<file path="config.mk">
export PLATFORM = sky130hd
export DESIGN_NAME = flash_erase_program_sequencer
export DESIGN_NICKNAME = d
export VERILOG_FILES = /design/src/rtl/feps_pkg.sv /design/src/rtl/feps_front.sv /design/src/rtl/feps_queue.sv /design/src/rtl/feps_back.sv /design/src/rtl/flash_erase_program_sequencer.sv
export SDC_FILE = /design/constraint.sdc
export NUM_CORES = 1
export LEC_CHECK = 0
export ABC_AREA = 1
export BUFFER_PORTS_ARGS = -buffer_cell sky130_fd_sc_hd__buf_2
export CAP_MARGIN = 20
export CORE_MARGIN = 2
export CORE_UTILIZATION = 50
export CTS_BUF_LIST = sky130_fd_sc_hd__clkbuf_4
export CTS_CLUSTER_SIZE = 8
export DETAILED_ROUTE_END_ITERATION = 12
export PLACE_DENSITY = 0.78
export SLEW_MARGIN = 5
export SYNTH_ARGS = -nofsm -noshare
export SYNTH_HDL_FRONTEND = slang
export SYNTH_HIERARCHICAL = 1
export SYNTH_SLANG_ARGS = --single-unit
</file>
<file path="constraint.sdc">
create_clock -name clk -period 12.4 [get_ports clk]
set_input_delay 2.48 -clock clk [delete_from_list [all_inputs] [get_ports clk]]
set_output_delay 2.48 -clock clk [all_outputs]
set_load 0.03 [all_outputs]
</file>
<file path="src/rtl/feps_pkg.sv">
// ----------------------------------------------------------------------------
// feps_pkg
// Shared types and constants for the flash erase/program sequencer.
// ----------------------------------------------------------------------------
package feps_pkg;

  localparam int PAGE_BYTES = 128;
  localparam int MAX_PAGES  = 1024;
  localparam int PAGE_SHIFT = $clog2(PAGE_BYTES);

  localparam int ADDR_W   = 32;
  localparam int DATA_W   = 32;
  localparam int CNT_W    = 11;
  localparam int STAT_W   = 18;
  localparam int ERR_W    = 7;
  localparam int RES_W    = 2;
  localparam int ACT_W    = 3;
  localparam int REQ_W    = 2;
  localparam int TICK_W   = 16;
  localparam int WAIT_W   = TICK_W + 1;
  localparam int CFG_IDX_W = 1;
  localparam int CFG_W    = 16;
  localparam int IN_TDATA_W  = 96;
  localparam int OUT_TDATA_W = 112;

  localparam int QDEPTH  = 4;
  localparam int QPTR_W  = $clog2(QDEPTH);
  localparam int NSLOT   = 8;
  localparam int SLOT_W  = $clog2(NSLOT);

  localparam logic [ADDR_W-1:0] ALL_ONES   = '1;
  localparam logic [DATA_W-1:0] CTL_PROG   = 32'h0000_0008;
  localparam logic [DATA_W-1:0] CTL_ERASE  = 32'h0000_0200;
  localparam logic [DATA_W-1:0] EOP_MASK   = 32'h0000_0002;
  localparam logic [STAT_W-1:0] ERR_MASK   = 18'h32F00;
  localparam logic [ADDR_W-1:0] PAGE_ALIGN = ~(ADDR_W'(PAGE_BYTES) - ADDR_W'(1));

  // request kinds
  localparam logic [REQ_W-1:0] REQ_ERASE  = 2'd0;
  localparam logic [REQ_W-1:0] REQ_PROG   = 2'd1;
  localparam logic [REQ_W-1:0] REQ_STATUS = 2'd2;
  localparam logic [REQ_W-1:0] REQ_TICK   = 2'd3;

  // bus actions
  localparam logic [ACT_W-1:0] ACT_SET   = 3'd0;
  localparam logic [ACT_W-1:0] ACT_CLR   = 3'd1;
  localparam logic [ACT_W-1:0] ACT_WRITE = 3'd2;
  localparam logic [ACT_W-1:0] ACT_SCLR  = 3'd3;
  localparam logic [ACT_W-1:0] ACT_DONE  = 3'd4;

  // completion status
  localparam logic [RES_W-1:0] RS_OK      = 2'd0;
  localparam logic [RES_W-1:0] RS_ERROR   = 2'd1;
  localparam logic [RES_W-1:0] RS_BUSY    = 2'd2;
  localparam logic [RES_W-1:0] RS_TIMEOUT = 2'd3;

  // config register indexes
  localparam logic [CFG_IDX_W-1:0] CFG_TIMEOUT    = 1'b0;
  localparam logic [CFG_IDX_W-1:0] CFG_NO_TIMEOUT = 1'b1;
  localparam logic [TICK_W-1:0]    TIMEOUT_RST    = 16'd50000;

  // result slots, emitted lowest first
  localparam logic [SLOT_W-1:0] SLOT_EOP   = 3'd0;
  localparam logic [SLOT_W-1:0] SLOT_ECLR  = 3'd1;
  localparam logic [SLOT_W-1:0] SLOT_CLRP  = 3'd2;
  localparam logic [SLOT_W-1:0] SLOT_CLRE  = 3'd3;
  localparam logic [SLOT_W-1:0] SLOT_SETE  = 3'd4;
  localparam logic [SLOT_W-1:0] SLOT_SETP  = 3'd5;
  localparam logic [SLOT_W-1:0] SLOT_WRITE = 3'd6;
  localparam logic [SLOT_W-1:0] SLOT_DONE  = 3'd7;

  typedef enum logic [2:0] {
    PH_IDLE = 3'b001,
    PH_PRE  = 3'b010,
    PH_OP   = 3'b100
  } phase_t;

  // one run of results, as handed from front to back
  typedef struct packed {
    logic [NSLOT-1:0]  slots;
    logic [STAT_W-1:0] clr_mask;
    logic [ADDR_W-1:0] waddr;
    logic [DATA_W-1:0] wdata;
    logic [RES_W-1:0]  status;
    logic [ERR_W-1:0]  err_old;
    logic [ERR_W-1:0]  err_new;
    logic [ADDR_W-1:0] fail;
  } run_t;

endpackage

</file>
<file path="src/rtl/feps_front.sv">
// ----------------------------------------------------------------------------
// feps_front
// Accepts commands, status samples and ticks; tracks sequencing state and
// emits one run descriptor per item that produces results.
// ----------------------------------------------------------------------------
module feps_front (
  input  logic                           clk,
  input  logic                           rst_n,
  input  logic                           cfg_we,
  input  logic [feps_pkg::CFG_IDX_W-1:0] cfg_index,
  input  logic [feps_pkg::CFG_W-1:0]     cfg_wdata,
  input  logic                           acc,
  input  logic [feps_pkg::REQ_W-1:0]     req_type,
  input  logic [feps_pkg::ADDR_W-1:0]    address,
  input  logic [feps_pkg::CNT_W-1:0]     page_count,
  input  logic [feps_pkg::DATA_W-1:0]    write_data,
  input  logic [feps_pkg::STAT_W-1:0]    status_word,
  output logic                           push,
  output feps_pkg::run_t                 run
);
  import feps_pkg::*;

  logic [TICK_W-1:0] timeout_r;
  logic              no_to_r;
  phase_t            phase_r, phase_nxt;
  logic              erase_r, erase_nxt;
  logic [ERR_W-1:0]  sticky_r, sticky_nxt;
  logic [ADDR_W-1:0] cursor_r, cursor_nxt;
  logic [ADDR_W-1:0] end_r, end_nxt;
  logic [WAIT_W-1:0] wc_r, wc_nxt;
  logic [ADDR_W-1:0] fail_r, fail_nxt;
  logic [ADDR_W-1:0] paddr_r, paddr_nxt;
  logic [DATA_W-1:0] pword_r, pword_nxt;

  logic              active;
  logic              do_timeout;
  logic [WAIT_W-1:0] wc_inc;
  logic [STAT_W-1:0] emask;
  logic [ERR_W-1:0]  codes;
  logic              bad;
  logic [ADDR_W-1:0] cnt_clip;
  logic [ADDR_W-1:0] cursor_inc;

  assign active     = (phase_r != PH_IDLE);
  assign wc_inc     = (wc_r == '1) ? wc_r : wc_r + WAIT_W'(1);
  assign emask      = status_word & ERR_MASK;
  assign codes      = {status_word[16], status_word[17], status_word[13],
                       status_word[10], status_word[11], status_word[8],
                       status_word[9]};
  assign bad        = |emask;
  assign cnt_clip   = (ADDR_W'(page_count) > ADDR_W'(MAX_PAGES)) ?
                      ADDR_W'(MAX_PAGES) : ADDR_W'(page_count);
  assign cursor_inc = cursor_r + ADDR_W'(PAGE_BYTES);

  always_comb begin
    phase_nxt  = phase_r;
    erase_nxt  = erase_r;
    sticky_nxt = sticky_r;
    cursor_nxt = cursor_r;
    end_nxt    = end_r;
    wc_nxt     = wc_r;
    fail_nxt   = fail_r;
    paddr_nxt  = paddr_r;
    pword_nxt  = pword_r;
    do_timeout = 1'b0;
    run          = '0;
    run.err_old  = sticky_r;
    run.err_new  = sticky_r;
    run.fail     = fail_r;

    if (acc) begin
      case (req_type) inside
        REQ_ERASE, REQ_PROG: begin
          if (active) begin
            run.slots[SLOT_DONE] = 1'b1;
            run.status           = RS_BUSY;
          end else begin
            erase_nxt = (req_type == REQ_ERASE);
            fail_nxt  = ALL_ONES;
            phase_nxt = PH_PRE;
            wc_nxt    = '0;
            if (req_type == REQ_ERASE) begin
              cursor_nxt = address;
              end_nxt    = address + (cnt_clip << PAGE_SHIFT);
            end else begin
              paddr_nxt = address;
              pword_nxt = write_data;
            end
          end
        end
        REQ_TICK: begin
          if (active && !no_to_r) begin
            wc_nxt = wc_inc;
            if (wc_inc > WAIT_W'(timeout_r)) do_timeout = 1'b1;
          end
        end
        default: begin
          if (active) begin
            if (status_word[0]) begin
              if (!no_to_r && timeout_r == '0) do_timeout = 1'b1;
            end else begin
              run.slots[SLOT_EOP]  = status_word[1];
              run.slots[SLOT_ECLR] = bad;
              run.clr_mask         = emask;
              run.err_new          = sticky_r | codes;
              sticky_nxt           = sticky_r | codes;
              unique case (phase_r)
                PH_PRE: begin
                  if (bad) begin
                    run.slots[SLOT_DONE] = 1'b1;
                    run.status           = RS_ERROR;
                    phase_nxt            = PH_IDLE;
                  end else if (erase_r) begin
                    if (cursor_r < end_r) begin
                      run.slots[SLOT_SETE]  = 1'b1;
                      run.slots[SLOT_SETP]  = 1'b1;
                      run.slots[SLOT_WRITE] = 1'b1;
                      run.waddr             = cursor_r & PAGE_ALIGN;
                      sticky_nxt            = '0;
                      phase_nxt             = PH_OP;
                      wc_nxt                = '0;
                    end else begin
                      run.slots[SLOT_DONE] = 1'b1;
                      run.status           = RS_OK;
                      phase_nxt            = PH_IDLE;
                    end
                  end else begin
                    run.slots[SLOT_WRITE] = 1'b1;
                    run.waddr             = paddr_r;
                    run.wdata             = pword_r;
                    sticky_nxt            = '0;
                    phase_nxt             = PH_OP;
                    wc_nxt                = '0;
                  end
                end
                PH_OP: begin
                  if (erase_r) begin
                    run.slots[SLOT_CLRP] = 1'b1;
                    run.slots[SLOT_CLRE] = 1'b1;
                    if (bad) begin
                      fail_nxt             = cursor_r;
                      run.fail             = cursor_r;
                      run.slots[SLOT_DONE] = 1'b1;
                      run.status           = RS_ERROR;
                      phase_nxt            = PH_IDLE;
                    end else begin
                      cursor_nxt = cursor_inc;
                      if (cursor_inc < end_r) begin
                        run.slots[SLOT_SETE]  = 1'b1;
                        run.slots[SLOT_SETP]  = 1'b1;
                        run.slots[SLOT_WRITE] = 1'b1;
                        run.waddr             = cursor_inc & PAGE_ALIGN;
                        sticky_nxt            = '0;
                        wc_nxt                = '0;
                      end else begin
                        run.slots[SLOT_DONE] = 1'b1;
                        run.status           = RS_OK;
                        phase_nxt            = PH_IDLE;
                      end
                    end
                  end else begin
                    run.slots[SLOT_DONE] = 1'b1;
                    run.status           = bad ? RS_ERROR : RS_OK;
                    phase_nxt            = PH_IDLE;
                  end
                end
                default: ;
              endcase
            end
          end
        end
      endcase

      if (do_timeout) begin
        if (phase_r == PH_OP && erase_r) begin
          run.slots[SLOT_CLRP] = 1'b1;
          run.slots[SLOT_CLRE] = 1'b1;
          fail_nxt             = cursor_r;
          run.fail             = cursor_r;
        end
        run.slots[SLOT_DONE] = 1'b1;
        run.status           = RS_TIMEOUT;
        phase_nxt            = PH_IDLE;
      end
    end
  end

  assign push = |run.slots;

  always_ff @(posedge clk) begin
    if (!rst_n) begin
      timeout_r <= TIMEOUT_RST;
      no_to_r   <= 1'b0;
      phase_r   <= PH_IDLE;
      erase_r   <= 1'b0;
      sticky_r  <= '0;
      cursor_r  <= '0;
      end_r     <= '0;
      wc_r      <= '0;
      fail_r    <= ALL_ONES;
    end else begin
      if (cfg_we) begin
        if (cfg_index == CFG_TIMEOUT) timeout_r <= cfg_wdata;
        if (cfg_index == CFG_NO_TIMEOUT) no_to_r <= cfg_wdata[0];
      end
      phase_r  <= phase_nxt;
      erase_r  <= erase_nxt;
      sticky_r <= sticky_nxt;
      cursor_r <= cursor_nxt;
      end_r    <= end_nxt;
      wc_r     <= wc_nxt;
      fail_r   <= fail_nxt;
    end
  end

  always_ff @(posedge clk) begin
    paddr_r <= paddr_nxt;
    pword_r <= pword_nxt;
  end

endmodule

</file>
<file path="src/rtl/feps_queue.sv">
// ----------------------------------------------------------------------------
// feps_queue
// Small FIFO of run descriptors between front and back.
// ----------------------------------------------------------------------------
module feps_queue (
  input  logic           clk,
  input  logic           rst_n,
  input  logic           push,
  input  feps_pkg::run_t push_data,
  input  logic           pop,
  output logic           full,
  output logic           empty,
  output feps_pkg::run_t head
);
  import feps_pkg::*;

  run_t              mem_r [QDEPTH];
  logic [QPTR_W-1:0] wr_r, rd_r;
  logic [QPTR_W:0]   cnt_r, cnt_nxt;

  assign full  = (cnt_r == (QPTR_W+1)'(QDEPTH));
  assign empty = (cnt_r == '0);
  assign head  = mem_r[rd_r];

  always_comb begin
    cnt_nxt = cnt_r;
    if (push && !pop) cnt_nxt = cnt_r + (QPTR_W+1)'(1);
    if (!push && pop) cnt_nxt = cnt_r - (QPTR_W+1)'(1);
  end

  always_ff @(posedge clk) begin
    if (!rst_n) begin
      wr_r  <= '0;
      rd_r  <= '0;
      cnt_r <= '0;
    end else begin
      if (push) wr_r <= wr_r + QPTR_W'(1);
      if (pop) rd_r <= rd_r + QPTR_W'(1);
      cnt_r <= cnt_nxt;
    end
  end

  always_ff @(posedge clk) begin
    if (push) mem_r[wr_r] <= push_data;
  end

endmodule

</file>
<file path="src/rtl/feps_back.sv">
// ----------------------------------------------------------------------------
// feps_back
// Expands run descriptors into bus actions, one per cycle while the output is
// not stalled, into an output register.
// ----------------------------------------------------------------------------
module feps_back (
  input  logic                        clk,
  input  logic                        rst_n,
  input  logic                        empty,
  input  feps_pkg::run_t              head,
  output logic                        pop,
  output logic                        out_valid,
  input  logic                        out_ready,
  output logic [feps_pkg::ACT_W-1:0]  action,
  output logic [feps_pkg::ADDR_W-1:0] bus_address,
  output logic [feps_pkg::DATA_W-1:0] bus_data,
  output logic [feps_pkg::RES_W-1:0]  result_status,
  output logic [feps_pkg::ERR_W-1:0]  error_code,
  output logic [feps_pkg::ADDR_W-1:0] failing_address,
  output logic                        last
);
  import feps_pkg::*;

  logic [NSLOT-1:0]  rem_r;
  logic              started_r;
  logic              valid_r;
  logic [ACT_W-1:0]  act_r, act_nxt;
  logic [ADDR_W-1:0] addr_r, addr_nxt;
  logic [DATA_W-1:0] data_r, data_nxt;
  logic [RES_W-1:0]  rs_r, rs_nxt;
  logic [ERR_W-1:0]  err_r, err_nxt;
  logic [ADDR_W-1:0] fail_r, fail_nxt;
  logic              last_r;

  logic              adv;
  logic [NSLOT-1:0]  mask, rem_nxt;
  logic [SLOT_W-1:0] idx;

  assign adv  = !empty && (!valid_r || out_ready);
  assign mask = started_r ? rem_r : head.slots;

  always_comb begin
    idx = '0;
    for (int i = NSLOT - 1; i >= 0; i--) begin
      if (mask[i]) idx = SLOT_W'(i);
    end
  end

  always_comb begin
    rem_nxt      = mask;
    rem_nxt[idx] = 1'b0;
  end

  assign pop = adv && (rem_nxt == '0);

  always_comb begin
    act_nxt  = ACT_DONE;
    addr_nxt = '0;
    data_nxt = '0;
    rs_nxt   = '0;
    err_nxt  = head.err_new;
    fail_nxt = ALL_ONES;
    unique case (idx)
      SLOT_EOP: begin
        act_nxt  = ACT_SCLR;
        data_nxt = EOP_MASK;
        err_nxt  = head.err_old;
      end
      SLOT_ECLR: begin
        act_nxt  = ACT_SCLR;
        data_nxt = DATA_W'(head.clr_mask);
      end
      SLOT_CLRP: begin
        act_nxt  = ACT_CLR;
        data_nxt = CTL_PROG;
      end
      SLOT_CLRE: begin
        act_nxt  = ACT_CLR;
        data_nxt = CTL_ERASE;
      end
      SLOT_SETE: begin
        act_nxt  = ACT_SET;
        data_nxt = CTL_ERASE;
        err_nxt  = '0;
      end
      SLOT_SETP: begin
        act_nxt  = ACT_SET;
        data_nxt = CTL_PROG;
        err_nxt  = '0;
      end
      SLOT_WRITE: begin
        act_nxt  = ACT_WRITE;
        addr_nxt = head.waddr;
        data_nxt = head.wdata;
        err_nxt  = '0;
      end
      SLOT_DONE: begin
        act_nxt  = ACT_DONE;
        rs_nxt   = head.status;
        fail_nxt = head.fail;
      end
      default: ;
    endcase
  end

  always_ff @(posedge clk) begin
    if (!rst_n) begin
      valid_r   <= 1'b0;
      started_r <= 1'b0;
      rem_r     <= '0;
    end else begin
      if (adv) begin
        valid_r   <= 1'b1;
        started_r <= (rem_nxt != '0);
        rem_r     <= rem_nxt;
      end else if (out_ready) begin
        valid_r <= 1'b0;
      end
    end
  end

  always_ff @(posedge clk) begin
    if (adv) begin
      act_r  <= act_nxt;
      addr_r <= addr_nxt;
      data_r <= data_nxt;
      rs_r   <= rs_nxt;
      err_r  <= err_nxt;
      fail_r <= fail_nxt;
      last_r <= (rem_nxt == '0);
    end
  end

  assign out_valid       = valid_r;
  assign action          = act_r;
  assign bus_address     = addr_r;
  assign bus_data        = data_r;
  assign result_status   = rs_r;
  assign error_code      = err_r;
  assign failing_address = fail_r;
  assign last            = last_r;

endmodule

</file>
<file path="src/rtl/flash_erase_program_sequencer.sv">
// ----------------------------------------------------------------------------
// flash_erase_program_sequencer
// Sequences page erase and word program on a flash controller from commands,
// status samples and ticks.
// ----------------------------------------------------------------------------
//  channel | dir | handshake              | tuser              | tdata
//  in_     | in  | in_tvalid / in_tready  | req_type           | address, page_count,
//          |     |                        |                    | write_data, status_word
//  out_    | out | out_tvalid/out_tready  | action             | bus_address, bus_data,
//          |     |                        |                    | result_status, error_code,
//          |     |                        |                    | failing_address (+tlast)
//  cfg_    | in  | cfg_we                 | -                  | cfg_index, cfg_wdata
//
//  Front state updates in the cycle a transaction is accepted; one item per
//  cycle while the 4-entry run queue has room.
//  Back emits one result per cycle from the queue head unless stalled; an item's run is
//  0 to 6 results, so sustained rate is set by result count per item.
//  Synchronous active-low reset; no clearing pass.
//  Output stall fills the queue, then in_tready drops.
// ----------------------------------------------------------------------------
module flash_erase_program_sequencer (
  input  logic                                clk,
  input  logic                                rst_n,
  input  logic                                cfg_we,
  input  logic [feps_pkg::CFG_IDX_W-1:0]      cfg_index,
  input  logic [feps_pkg::CFG_W-1:0]          cfg_wdata,
  input  logic                                in_tvalid,
  output logic                                in_tready,
  // address[31:0], page_count[42:32], write_data[74:43], status_word[92:75]
  input  logic [feps_pkg::IN_TDATA_W-1:0]     in_tdata,
  // req_type[1:0]
  input  logic [feps_pkg::REQ_W-1:0]          in_tuser,
  output logic                                out_tvalid,
  input  logic                                out_tready,
  // bus_address[31:0], bus_data[63:32], result_status[65:64],
  // error_code[72:66], failing_address[104:73]
  output logic [feps_pkg::OUT_TDATA_W-1:0]    out_tdata,
  // action[2:0]
  output logic [feps_pkg::ACT_W-1:0]          out_tuser,
  output logic                                out_tlast
);
  import feps_pkg::*;

  logic              acc;
  logic              push, pop, full, empty;
  run_t              run, head;
  logic [ADDR_W-1:0] bus_address, failing_address;
  logic [DATA_W-1:0] bus_data;
  logic [RES_W-1:0]  result_status;
  logic [ERR_W-1:0]  error_code;

  assign in_tready = !full;
  assign acc       = in_tvalid && in_tready;

  feps_front u_front (
    .clk         (clk),
    .rst_n       (rst_n),
    .cfg_we      (cfg_we),
    .cfg_index   (cfg_index),
    .cfg_wdata   (cfg_wdata),
    .acc         (acc),
    .req_type    (in_tuser),
    .address     (in_tdata[31:0]),
    .page_count  (in_tdata[42:32]),
    .write_data  (in_tdata[74:43]),
    .status_word (in_tdata[92:75]),
    .push        (push),
    .run         (run)
  );

  feps_queue u_queue (
    .clk       (clk),
    .rst_n     (rst_n),
    .push      (push),
    .push_data (run),
    .pop       (pop),
    .full      (full),
    .empty     (empty),
    .head      (head)
  );

  feps_back u_back (
    .clk             (clk),
    .rst_n           (rst_n),
    .empty           (empty),
    .head            (head),
    .pop             (pop),
    .out_valid       (out_tvalid),
    .out_ready       (out_tready),
    .action          (out_tuser),
    .bus_address     (bus_address),
    .bus_data        (bus_data),
    .result_status   (result_status),
    .error_code      (error_code),
    .failing_address (failing_address),
    .last            (out_tlast)
  );

  assign out_tdata = {7'b0, failing_address, error_code, result_status, bus_data,
                      bus_address};

endmodule

</file>
==> impl_metrics.ini, run 1 <==
[power_and_ir_drop]
switching_power_mw = 2.31
power.leakage_nw = 17.5
power_density_nw_per_um2 = 168
switching_share_pct = 31.2
power_mw = 7.39
peakVddDrop_mv = 0.0899
internal-power_mw = 5.08
combPwrFrac_pct = 18.8
p_seq_share_pct = 48.4
clkPwrFrac_pct = 32.8

[clocking]
clockBufferDepth = 3
cts_sinks = 885
htreeDepth = 4
cts_tree = yes
clkTransAtPathRegs_ns = 0.07
clk_latency_ns = 1.08
cts_buffers = 218
cts_setup_buffers = 0
ctsHoldBuffers = 0
cts_root_buf = clkbuf_4
cts_resized = 0

[timing]
fmax_mhz = 159
slew_violations = 0
finalSetupViolCount = 0
worst_pin_slew_ns = 1.15
hold_violations = 0
fin_setup_tns_ns = 0
setup_ws_ns = 6.13
rsz0062_at_grt = no
skew_ns = 0.104
finalCritPeriodShare_pct = 50.6
slew_headroom_pct = 23.3
post-route-min-period_ns = 6.27

[outcome]
run_status = finished clean

[synthesis]
syn-cell-area_um2 = 39500
synthMuxAreaShare_pct = 0.108
yosysMostFrequentCell = edfxtp_1
synth_commonest_cells = edfxtp_1, nand2_1, nor2_1, o21ai_0, inv_1
synth_top_family_by_area = simple AND/OR/NAND/NOR gates
synth-seq-cells = 885
synthSimpleGateAreaFrac_pct = 15.3
synth_area_leaders = edfxtp_1, dfxtp_1, nand2_1, nor2_1, o21ai_0
netlist_instances = 3795
seq_area_frac_synth_pct = 63.3
yosys.area.top_type = edfxtp_1
synth_edf_count = 725
yosysWarnings = 6
synthDominantCellAreaShare_pct = 55.1
syn_avg_cell_area_um2 = 10.4
ys.flop_type = edfxtp_1
synth_fa_ha_area_share_pct = 3.05
synth_cell_type_count = 58
synth_compound_area_share_pct = 11.5
synthXorXnorAreaFrac_pct = 0.754
synthArstFlopShare_pct = 0

[worst_setup_path]
reg2reg_slack_ns = 6.13
worstPathMaxFanout = 73
worstPathRequired_ns = 13.01
cp-start-kind = flip-flop
end_kind = flip-flop
worstReg2RegEnd = u_queue/mem_r[1][86]
ff2ff_path_depth = 23
r2r-start = u_front/cursor_r[7]
cp.arrival_ns = 6.88
critPathLaunch = u_front/cursor_r[7]
worstSetupPathType = reg2reg

[global_route]
grt_pass1_vias = 27800
globalRouteOverflowTotal = 0
grt_max_degree = 223
antenna_found_initial = 6
grt_first_pass_wirelength_um = 151000
grtUsageTotal_pct = 23.7

[route]
ant_nets = 0
viasPerCell = 5.53
routed_wl_um = 98200
drt-initial-drc-count = 3018
route.detailed.drc = 0
wl_per_cell_um = 18.5
dr.pass1.iters = 6
vias = 29300

[worst_hold_path]
min_from = u_queue/rd_r[1]
hold-path-cell-count = 1
hp-class = reg2reg

[finish]
area_delta_synth_final_pct = 11.5
stdcell_count = 5301
nNetsFinal = 4282
drive_gt1_share_pct = 16.6
n_fill_cell = 6524

[floorplan]
fp.coreArea_um2 = 78600
ioPinCount = 238
dieArea_um2 = 81200
num_rows = 103
die_w_um = 285
start_util_pct = 50.2
die_y_um = 285

[flow_run]
maxCapViolations = 0

[place]
gp_congestion = 0.924
post-dp-hpwl_um = 60200
placement.io_buffers = 218
dp_cells = 4897
dp_slack_ns = 5.24
==> how the worst max path moves through the flow <==
stage,end,slack (ns),cells after the start
CTS,u_queue/mem_r[3][87],6.26,22
detailed placement,u_queue/mem_r[3][58],5.24,17
finish,u_queue/mem_r[1][86],6.13,23
global route,u_queue/mem_r[3][87],5.74,23
global placement,u_queue/mem_r[3][58],5.27,17
floorplan,u_queue/mem_r[0][0],5.18,14
==> routing by layer <==
metal / part of all wire [%] / GRT usage, % / up-vias
met5: 0.037 / 0 / -
met4: 2.6 / 8.47 / 6
met3: 8.5 / 5.33 / 188
met2: 48 / 39.0 / 1353
met1: 41 / 31.0 / 13900
li1: - / - / 13800
==> logic make-up after synthesis <==
family / after synthesis
AOI/OAI and AO/OA: 837
xor gates and xnor gates: 34
adders and majority gates: 95
buffers and inverters: 543
DFF: 885
muxes: 3
other: 2
and+or+nand+nor: 1396
==> stage by stage <==
stage / utilization, % / area [um^2] / hold WS (ns)
after floorplan: - / 39500 / 0.412
after global placement: 52.3 / 41100 / 0.412
after detailed placement: 52.3 / 41100 / 0.432
after CTS: 55.9 / 44000 / 0.443
after global routing: 56.0 / 44000 / 0.463
final: 56.0 / 44000 / 0.444
==> placed cells by master (no fill, tap or decap), types with 140 or more instances in the layout <==
cell type / netlist / final
buf_2: 49 / 218
clkbuf_4: 0 / 336
dfxtp_1: 160 / 158
o21ai_0: 329 / 329
inv_1: 312 / 307
nand2_1: 582 / 581
o22ai_1: 140 / 140
nor2_1: 499 / 497
edfxtp_1: 725 / 725
a21oi_1: 168 / 167
==> area by class of cell <==
type	count	area (um^2)	share of cell area (%)
clock inverter	64	353	0.802
antenna	3	7.51	0.0171
multi-input combinational	2383	12200	27.8
timing repair buffer	241	1300	2.95
tap	1050	1310	2.98
clock buffer	336	2520	5.73
sequential	885	25000	56.8
inverter	339	1310	2.98
==> power groups by stage <==
stage | sequential, mW | combinational [mW] | clock, mW
after global routing | 3.59 | 1.51 | 2.62
after global placement | 3.64 | 1.36 | 0
after detailed placement | 3.64 | 1.38 | 0
after floorplan | 3.81 | 0.790 | 0
after CTS | 3.58 | 1.39 | 2.48
final | 3.58 | 1.39 | 2.42
==> worst max-delay path, stage by stage (launching register included) <==
cell and delay [ns]:
dfxtp_1 0.57, inv_2 0.21, nor3_4 0.32, nand2_1 0.12, nor2_2 0.23, nand4_1 0.18
nor3_1 0.34, nand2_1 0.09, nand2_1 0.07, nand2_1 0.10, ha_1 0.30, nand2_1 0.06
inv_1 0.05, nand4_1 0.16, nor4_1 0.36, nand2_1 0.21, nand2_1 0.19, o21ai_0 0.13
nand2_1 0.11, a21oi_1 0.10, nand2_1 0.19, nand2_1 0.15, inv_6 0.62, buf_4 0.92
==> sequential cells by signal, summed over array words and instances, names as in the netlist, 16 cells and up, named ones only <==
register / count
u_front/pword_r: 32
u_front/end_r: 32
u_back/bus_address: 32
u_front/fail_r: 32
u_queue/mem_r: 552
u_front/cursor_r: 32
u_front/timeout_r: 16
u_back/bus_data: 32
u_front/wc_r: 17
u_back/failing_address: 32
u_front/paddr_r: 32
(Power assumes the default switching activity.)
==> run 2, diff against run 1 <==
==> constraint.sdc (replaced) <==
create_clock -name clk -period 6.4 [get_ports clk]
set_input_delay 1.28 -clock clk [delete_from_list [all_inputs] [get_ports clk]]
set_output_delay 1.28 -clock clk [all_outputs]
set_load 0.03 [all_outputs]
==> run 2 against run 1 <==
Clock-buffer cell count unchanged. Sequential share of layout area down 0.40 points. Power up 95%. Flip-flop and latch count unchanged. Critical path depth up 1. First-iteration DRC count up 1.2%. Combinational power up 95%. Clock skew down 0.033 ns. Largest cell class unchanged. Highest routed layer unchanged.
==> impl_metrics.ini, run 2 (synthesized netlist as in run 1, its figures left out) <==
[timing]
hold_violations = 0
fin_setup_tns_ns = 0
worst_pin_slew_ns = 0.979
fmax_mhz = 183
skew_ns = 0.0713
rsz0062_at_grt = no
finalSetupViolCount = 0
post-route-min-period_ns = 5.47
setup_ws_ns = 0.930
finalCritPeriodShare_pct = 85.5
whs_ns = 0.401
slew_violations = 0
slew_headroom_pct = 34.8

[worst_setup_path]
cp.arrival_ns = 6.13
worstPathMaxFanout = 45
end_kind = flip-flop
worstSetupPathType = reg2reg
critical_path.cell_chain = ha_1, nand3_1, nor2_1, inv_1, nor2_1, nand2_1, nor2_2, nand3_1, xor2_1, inv_1, ha_1, nand2_1, nor2_1, nand4_1, nor4_1, nand2_1, nand2_1, o21ai_0, nand2_1, a21oi_1, nand2_1, nand2_1, inv_6, buf_4
cpMostUsedCell = nand2_1
ff2ff_path_depth = 24
worstPathRequired_ns = 7.06
critical_path.max_stage_delay_ns = 0.50
cp_slowest_cell = dfxtp_1
cp-start-kind = flip-flop
cp.buffers_inverters = 4
cp_top_family = simple AND/OR/NAND/NOR gates
cp.depth = 24

[finish]
drive_gt1_share_pct = 16.9
regArea_um2 = 25000
n_fill_cell = 6652
final_util_pct = 56.4
layout_common_cells = edfxtp_1, nand2_1, nor2_1, clkbuf_4, o21ai_0
largest_reg_flops = 552
nNetsFinal = 4306
stdcell_area_um2 = 44300
multiInputGateArea_um2 = 12200
layout_commonest_cell = edfxtp_1
top_register = u_queue/mem_r
stdcell_count = 5331
area_delta_synth_final_pct = 12.3

[clocking]
clk_latency_ns = 1.05
cts_buffers = 220
cts_tree = yes
cts_root_buf = clkbuf_4
ctsHoldBuffers = 0
cts_setup_buffers = 0
clkTransAtPathRegs_ns = 0.07
cts_sinks = 885
htreeDepth = 4
cts_resized = 0
clockBufferDepth = 3

[route]
drt-initial-drc-count = 3053
ant_nets = 0
vias = 29300
viasPerCell = 5.50
routed_wl_um = 99600
dr.pass1.iters = 6
wl_per_cell_um = 18.7
route.detailed.drc = 0

[flow_run]
maxCapViolations = 0

[global_route]
grtUsageTotal_pct = 24.1
grt_first_pass_wirelength_um = 153000
grt_max_degree = 126
antenna_found_initial = 6
grt_pass1_vias = 27900
globalRouteOverflowTotal = 0

[place]
dpl-instance-area_um2 = 41400
dp_slack_ns = 1.05
gp_congestion = 0.937
dp_cells = 4919
post-dp-hpwl_um = 63300
placement.io_buffers = 218

[worst_hold_path]
hp-class = in2reg
hold-path-cell-count = 1

[power_and_ir_drop]
power_mw = 14.4
p_seq_share_pct = 48.0
power_density_nw_per_um2 = 325
internal-power_mw = 9.96
clkPwrFrac_pct = 33.2
power.leakage_nw = 17.7
peakVddDrop_mv = 0.173
combPwrFrac_pct = 18.8
switching_share_pct = 30.9
switching_power_mw = 4.46

[floorplan]
die_y_um = 285
num_rows = 103
ioPinCount = 238
fp.coreArea_um2 = 78600
dieArea_um2 = 81200
die_w_um = 285
start_util_pct = 50.2

[outcome]
run_status = finished clean
## run 2: layer usage
layer	global-route usage, %	share of wire (%)
met5	0	0.058
met4	9.36	2.7
met3	5.53	8.7
met2	39.8	48
met1	31.0	40
## run 2: layout make-up
class	count	share of cell area [%]
multi-input cells	2383	27.6
diodes	2	0.0113
inverters	339	2.96
repair buffers	263	3.49
well taps	1050	2.96
flip-flops and latches	885	56.4
clock buffers	336	5.69
clock inverters	73	0.943
## run 2: path summary, 6_finish.rpt
kind	startpoint	endpoint	slack [ns]
hold reg to reg	u_queue/rd_r[1]	flip-flop	0.44
setup / recovery	u_front/cursor_r[7]	u_queue/mem_r[1][80]	0.93
setup reg to reg	u_front/cursor_r[7]	u_queue/mem_r[1][80]	0.93
hold / removal	in_tdata[46]	u_front/pword_r[3]	0.40
## run 2: power by group through the flow
stage / combinational (mW) / sequential [mW] / clock, mW
floorplan: 1.53 / 7.39 / 0
global placement: 2.66 / 7.03 / 0
detailed placement: 2.70 / 7.04 / 0
CTS: 2.71 / 6.92 / 4.91
global route: 2.95 / 6.95 / 5.19
finish: 2.71 / 6.92 / 4.79
